$ cat src/rtl/ols_pkg.sv
// Shared types and constants for the over-temperature lockout supervisor.
`timescale 1ns / 1ps
`default_nettype none

package ols_pkg;

  localparam int TEMP_W = 12;

  // Lockout cause codes.
  localparam logic [1:0] CAUSE_NONE = 2'd0;
  localparam logic [1:0] CAUSE_ONE  = 2'd1;
  localparam logic [1:0] CAUSE_TWO  = 2'd2;

  // Configuration register indexes.
  localparam logic CFG_TRIP_ONE = 1'b0;
  localparam logic CFG_TRIP_TWO = 1'b1;

  localparam logic signed [TEMP_W-1:0] TRIP_RESET = 12'sd1360;
  localparam logic [3:0] STREAK_MAX = 4'd15;

  typedef struct packed {
    logic [1:0]               known_sensors;
    logic                     first_valid;
    logic signed [TEMP_W-1:0] first_temp;
    logic                     second_valid;
    logic signed [TEMP_W-1:0] second_temp;
  } ols_request_t;

  typedef struct packed {
    logic [2:0]               startup_count;
    logic                     locked;
    logic [1:0]               trip_source;
    logic [3:0]               fail_streak;
    logic [3:0]               scan_timer;
    logic signed [TEMP_W-1:0] held_one;
    logic signed [TEMP_W-1:0] held_two;
  } ols_state_t;

  typedef struct packed {
    logic                     first_ok;
    logic                     second_ok;
    logic signed [TEMP_W-1:0] first_held;
    logic signed [TEMP_W-1:0] second_held;
    logic                     rescan_due;
    logic                     lockout_active;
    logic [1:0]               lockout_cause;
  } ols_result_t;

endpackage

`default_nettype wire

$ cat src/rtl/overtemp_lockout_supervisor.sv
// Top level of the over-temperature lockout supervisor.
//
// Each request on the input channel (in_valid/in_ready) is one measurement
// cycle for two sensors; each produces exactly one result on the output
// channel (out_valid/out_ready), in order.
// A request is captured in an input register, then evaluated against the
// supervisor state by a single level of logic that writes the result
// register; out_valid rises when the request moves from the input register
// into the result register, which can wait while the receiver stalls.
// Throughput is one request per clock; the input register can advance
// whenever the result register is empty or being taken in the same cycle.
// When the receiver stalls, the result register holds its value, the input
// register fills, and in_ready drops until out_ready returns.
// The trip levels are written through cfg_write/cfg_index/cfg_data and
// should only change while no request is in flight.
// Synchronous reset empties both registers, clears all counters, the held
// readings and the lockout, and restores both trip levels to 1360
// (85 degrees in 1/16 degree units). A latched lockout clears only on reset.
`timescale 1ns / 1ps
`default_nettype none

module overtemp_lockout_supervisor #(
  parameter int BLANKING_READS = 5,
  parameter int RESCAN_PERIOD  = 10,
  parameter int FAIL_LIMIT     = 10
) (
  input  wire logic               clk,
  input  wire logic               rst,
  input  wire logic               cfg_write,
  input  wire logic               cfg_index,
  input  wire logic signed [11:0] cfg_data,
  input  wire logic               in_valid,
  output logic                    in_ready,
  input  wire logic [1:0]         known_sensors,
  input  wire logic               first_valid,
  input  wire logic signed [11:0] first_temp,
  input  wire logic               second_valid,
  input  wire logic signed [11:0] second_temp,
  output logic                    out_valid,
  input  wire logic               out_ready,
  output logic                    first_ok,
  output logic                    second_ok,
  output logic signed [11:0]      first_held,
  output logic signed [11:0]      second_held,
  output logic                    rescan_due,
  output logic                    lockout_active,
  output logic [1:0]              lockout_cause
);
  import ols_pkg::*;

  logic signed [TEMP_W-1:0] trip_one;
  logic signed [TEMP_W-1:0] trip_two;

  ols_request_t req;
  logic         req_valid;
  ols_state_t   state;
  ols_state_t   state_next;
  ols_result_t  result_next;
  ols_result_t  result;
  logic         advance;

  assign advance  = req_valid && (!out_valid || out_ready);
  assign in_ready = !req_valid || advance;

  always_ff @(posedge clk) begin
    if (rst) begin
      trip_one <= TRIP_RESET;
      trip_two <= TRIP_RESET;
    end else if (cfg_write) begin
      if (cfg_index == CFG_TRIP_ONE) begin
        trip_one <= cfg_data;
      end else begin
        trip_two <= cfg_data;
      end
    end
  end

  // Input register.
  always_ff @(posedge clk) begin
    if (rst) begin
      req_valid <= 1'b0;
    end else if (in_ready) begin
      req_valid <= in_valid;
    end
  end

  always_ff @(posedge clk) begin
    if (in_valid && in_ready) begin
      req.known_sensors <= known_sensors;
      req.first_valid   <= first_valid;
      req.first_temp    <= first_temp;
      req.second_valid  <= second_valid;
      req.second_temp   <= second_temp;
    end
  end

  ols_step #(
    .BLANKING_READS (BLANKING_READS),
    .RESCAN_PERIOD  (RESCAN_PERIOD),
    .FAIL_LIMIT     (FAIL_LIMIT)
  ) u_step (
    .req        (req),
    .state      (state),
    .trip_one   (trip_one),
    .trip_two   (trip_two),
    .state_next (state_next),
    .result     (result_next)
  );

  // Supervisor state advances only when a request moves into the result register.
  always_ff @(posedge clk) begin
    if (rst) begin
      state <= '0;
    end else if (advance) begin
      state <= state_next;
    end
  end

  // Result register.
  always_ff @(posedge clk) begin
    if (rst) begin
      out_valid <= 1'b0;
    end else if (advance) begin
      out_valid <= 1'b1;
    end else if (out_ready) begin
      out_valid <= 1'b0;
    end
  end

  always_ff @(posedge clk) begin
    if (advance) begin
      result <= result_next;
    end
  end

  assign first_ok       = result.first_ok;
  assign second_ok      = result.second_ok;
  assign first_held     = result.first_held;
  assign second_held    = result.second_held;
  assign rescan_due     = result.rescan_due;
  assign lockout_active = result.lockout_active;
  assign lockout_cause  = result.lockout_cause;

endmodule

`default_nettype wire

$ cat src/rtl/ols_step.sv
// Next-state and result logic for one measurement request.
`timescale 1ns / 1ps
`default_nettype none

module ols_step #(
  parameter int BLANKING_READS = 5,
  parameter int RESCAN_PERIOD  = 10,
  parameter int FAIL_LIMIT     = 10
) (
  input  wire ols_pkg::ols_request_t    req,
  input  wire ols_pkg::ols_state_t      state,
  input  wire logic signed [11:0]       trip_one,
  input  wire logic signed [11:0]       trip_two,
  output ols_pkg::ols_state_t           state_next,
  output ols_pkg::ols_result_t          result
);
  import ols_pkg::*;

  localparam logic [2:0] BLANK_LAST = 3'(BLANKING_READS);
  localparam logic [3:0] PERIOD     = 4'(RESCAN_PERIOD);
  localparam logic [3:0] LIMIT      = 4'(FAIL_LIMIT);

  logic       scan_needed;
  logic [3:0] ticks_inc;
  logic       rescan;
  logic [3:0] streak_mid;
  logic       ok1;
  logic       ok2;

  always_comb begin
    state_next = state;

    // The rescan decision looks at the streak from before this request.
    scan_needed = (req.known_sensors < 2'd2) || (state.fail_streak >= LIMIT);
    ticks_inc   = state.scan_timer + 4'd1;
    rescan      = 1'b0;
    streak_mid  = state.fail_streak;
    if (scan_needed) begin
      state_next.scan_timer = ticks_inc;
      if (ticks_inc >= PERIOD) begin
        state_next.scan_timer = 4'd0;
        streak_mid            = 4'd0;
        rescan                = 1'b1;
      end
    end

    ok1 = req.first_valid && (req.known_sensors != 2'd0);
    ok2 = req.second_valid && req.known_sensors[1];

    if (ok2) begin
      state_next.fail_streak = 4'd0;
    end else if (streak_mid < STREAK_MAX) begin
      state_next.fail_streak = streak_mid + 4'd1;
    end else begin
      state_next.fail_streak = streak_mid;
    end

    if (ok1) begin
      state_next.held_one = req.first_temp;
    end
    if (ok2) begin
      state_next.held_two = req.second_temp;
    end

    // Sensor one has priority; once latched, no further checks run.
    if (state.startup_count < BLANK_LAST) begin
      state_next.startup_count = state.startup_count + 3'd1;
    end else if (!state.locked) begin
      if (ok1 && (req.first_temp >= trip_one)) begin
        state_next.locked      = 1'b1;
        state_next.trip_source = CAUSE_ONE;
      end else if (ok2 && (req.second_temp >= trip_two)) begin
        state_next.locked      = 1'b1;
        state_next.trip_source = CAUSE_TWO;
      end
    end

    result.first_ok       = ok1;
    result.second_ok      = ok2;
    result.first_held     = state_next.held_one;
    result.second_held    = state_next.held_two;
    result.rescan_due     = rescan;
    result.lockout_active = state_next.locked;
    result.lockout_cause  = state_next.trip_source;
  end

endmodule

`default_nettype wire
$ cat config.mk
export PLATFORM = sky130hd
export DESIGN_NAME = overtemp_lockout_supervisor
export DESIGN_NICKNAME = d
export VERILOG_FILES = /design/src/rtl/ols_pkg.sv /design/src/rtl/overtemp_lockout_supervisor.sv /design/src/rtl/ols_step.sv
export SDC_FILE = /design/constraint.sdc
export NUM_CORES = 1
export LEC_CHECK = 0
export BUFFER_PORTS_ARGS = -buffer_cell sky130_fd_sc_hd__buf_2
export CELL_PAD_IN_SITES_DETAIL_PLACEMENT = 2
export CELL_PAD_IN_SITES_GLOBAL_PLACEMENT = 2
export CORE_ASPECT_RATIO = 0.75
export CORE_MARGIN = 5
export CORE_UTILIZATION = 35
export DETAILED_ROUTE_END_ITERATION = 8
export GPL_TIMING_DRIVEN = 0
export PLACE_DENSITY = 0.86
export SYNTH_ARGS = -nofsm -noshare
export SYNTH_HDL_FRONTEND = slang
export SYNTH_SLANG_ARGS = --single-unit
$ cat constraint.sdc
create_clock -name clk -period 3 [get_ports clk]
set_input_delay 0.3 -clock clk [delete_from_list [all_inputs] [get_ports clk]]
set_output_delay 0.3 -clock clk [all_outputs]
set_load 0.02 [all_outputs]
==> reports/results.txt <==
Reg area: 3020 um2
Hold Fails Final Rpt: 0
Die Y: 115 um
top cell type's share of synthesized area: 0.338
f_max: 345 MHz
vias in the first global route: 4912
top cells by area in the synthesized netlist: edfxtp_1, dfxtp_1, nand2_1, ha_1, a21oi_1
DR DRC count: 0
GRT Max-Usage Layer: met2
core area: 14500 um2
hold slack final: 63.7 ps
min Tclk post-route: 2900 ps
IO Count: 78
Mapped Avg Cell Area: 9.73 um2
I/O Buffers: 77
largest net degree at the start of global routing: 40
antenna-violating nets left: 0
CTS tree: done
reg-to-reg setup timing slack: 100 ps
RSZ-0062 raised after global routing: false
mapped cell area: 5150 um2
Pleak: 2.63 nW
Unique masters post-synth: 41
postcts setup bufs: 0
FP Rows: 38
PwrDens: 691 nW/um2
element type at the critical path end: flip-flop
layout cells sized above 1: 0.182
Worst Skew: 9.46 ps
asr flop ratio synth: 0
period utilization: 0.967
WL final: 16800 um
status: complete, no violations
first-pass GRT wire length: 26500 um
Fill cells: 1575
Seq/Total Area, Yosys: 0.587
VDD IR max: 370 uV
Min-Delay Path Class: input port to flip-flop
critical path class: flip-flop to flip-flop
Post-DP HPWL: 11600 um
Root Buffer: clkbuf_16
1st-iter DRT viols: 174
met1 Use GR: 0.236
Die W: 150 um
Startpoint Class: flip-flop
Final nets: 699
routed vias/inst: 5.08
Starting Density: 0.356
measured slew at the worst slew-check pin: 981 ps
Crit path required time: 3150 ps
Layout area overhead: 24.3%
final setup violation count: 0
Final Max Tran Viols: 0
most common cell after layout, fill and taps aside: nand2_1
Syn Inst Count: 529
Ys Warns: 0
multi-input logic area: 1910 um2
top_reg_cell synth: dfxtp_1
number of flops mapped to enable cells by yosys: 58
FF+latch count, synth: 122
Vias: 4261
M2 GR Usage: 0.366
# resized after CTS: 0
Post-CTS Hold Fix Bufs: 0
Worst-path clk slew: 60 ps
WL per Instance: 20.0 um
die footprint: 17300 um2
GP Congestion: 0.818
number of diodes: 0
Max Cap Violations: 0
Fin Setup TNS: 0 ps
grt total ovfl: 0
Mapped Nets: 603
Total Power: 4.42 mW
CTS H-tree depth: 4
Clock Tree Buf Depth: 2
M3 GR Usage: 0.0414
Total GRT Usage: 0.202
CP arrival: 3050 ps
area leader, netlist: edfxtp_1
initial antenna violation count: 0
clock latency on the worst-skew pair: 410 ps
total CTS buffers: 17
Pre-antenna DRT Iters: 4
clk sinks: 122
crit-path max FO: 4
commonest cells after routing, fill and taps aside: nand2_1, buf_2, dfxtp_1
relative slew slack: 0.346
-- report_power, final --
part	switching [mW]	leakage [nW]	internal, mW
sequential	0.0461	1.09	1.83
combinational	0.258	1.24	0.127
clock	0.787	0.303	1.37
total	1.09	2.63	3.33
-- registers in the layout, summed over array words and instances (netlist names) --
signal,flops
state,38
req_valid,1
first_ok,1
lockout_active,1
trip_two,12
second_ok,1
second_held,12
out_valid,1
lockout_cause,2
req,28
trip_one,12
rescan_due,1
first_held,12
-- cell usage after synthesis (4+ instances only) --
| cell | instances |
|---|---|
| nand3_1 | 10 |
| buf_1 | 5 |
| o211ai_1 | 11 |
| a21oi_1 | 43 |
| dfxtp_1 | 64 |
| o21ai_0 | 8 |
| edfxtp_1 | 58 |
| inv_1 | 34 |
| nand2_1 | 143 |
| nand2b_1 | 4 |
| ha_1 | 28 |
| and2_1 | 4 |
| nand4_1 | 6 |
| clkbuf_1 | 16 |
| nor2b_1 | 4 |
| nor2_1 | 39 |
| nor3_1 | 18 |
-- stage by stage --
step | util | setup WS [ps] | cell area (um2) | std cells
final | 0.443 | 100 | 6400 | 838
after global routing | 0.443 | 42.7 | 6400 | 838
after CTS | 0.443 | 91.8 | 6400 | 838
after detailed placement | 0.400 | 229 | 5790 | 806
after global placement | 0.400 | 210 | 5780 | 806
after floorplan | - | 436 | 5150 | 529
-- worst paths after layout --
check | end | cells past startpoint | startpoint
setup / recovery | lockout_cause[0] | 7 | req[18]
hold / removal | req[27] | 1 | known_sensors[1]
setup reg to reg | lockout_cause[0] | 7 | req[18]
hold reg to reg | trip_two[11] | 2 | trip_two[11]
-- worst max-delay path, stage by stage (launching register included) --
cell and delay, ps:
edfxtp_1 430, ha_1 340, a211oi_2 260, nor3_1 90, or4_4 510, or4_4 530
and3_4 230, a22o_1 250
-- cell families after synthesis --
family                   share of synthesized area
XOR/XNOR                                   0.00681
buffers and inverters                       0.0416
AO/OA/AOI/OAI                               0.0965
multiplexers                               0.00413
flip-flops                                   0.587
adder cells (fa/ha/maj)                     0.0680
AND/OR/NAND/NOR                              0.196
-- area by class of cell --
type                            count  share of cell area
Sequential cell                   122               0.472
Multi-Input combinational cell    350               0.299
Clock buffer                       21              0.0735
Timing Repair Buffer               77              0.0602
Tap cell                          200              0.0391
Clock inverter                     11              0.0225
Inverter                           36              0.0211
Buffer                             21              0.0125
-- layer usage --
| metal | vias up | wire length, um |
|---|---|---|
| li1 | 2007 | - |
| met2 | 97 | 8540 |
| met1 | 2132 | 7240 |
| met5 | - | 0 |
| met4 | 0 | 331 |
| met3 | 25 | 647 |
Power figures use the tool's default switching activity.
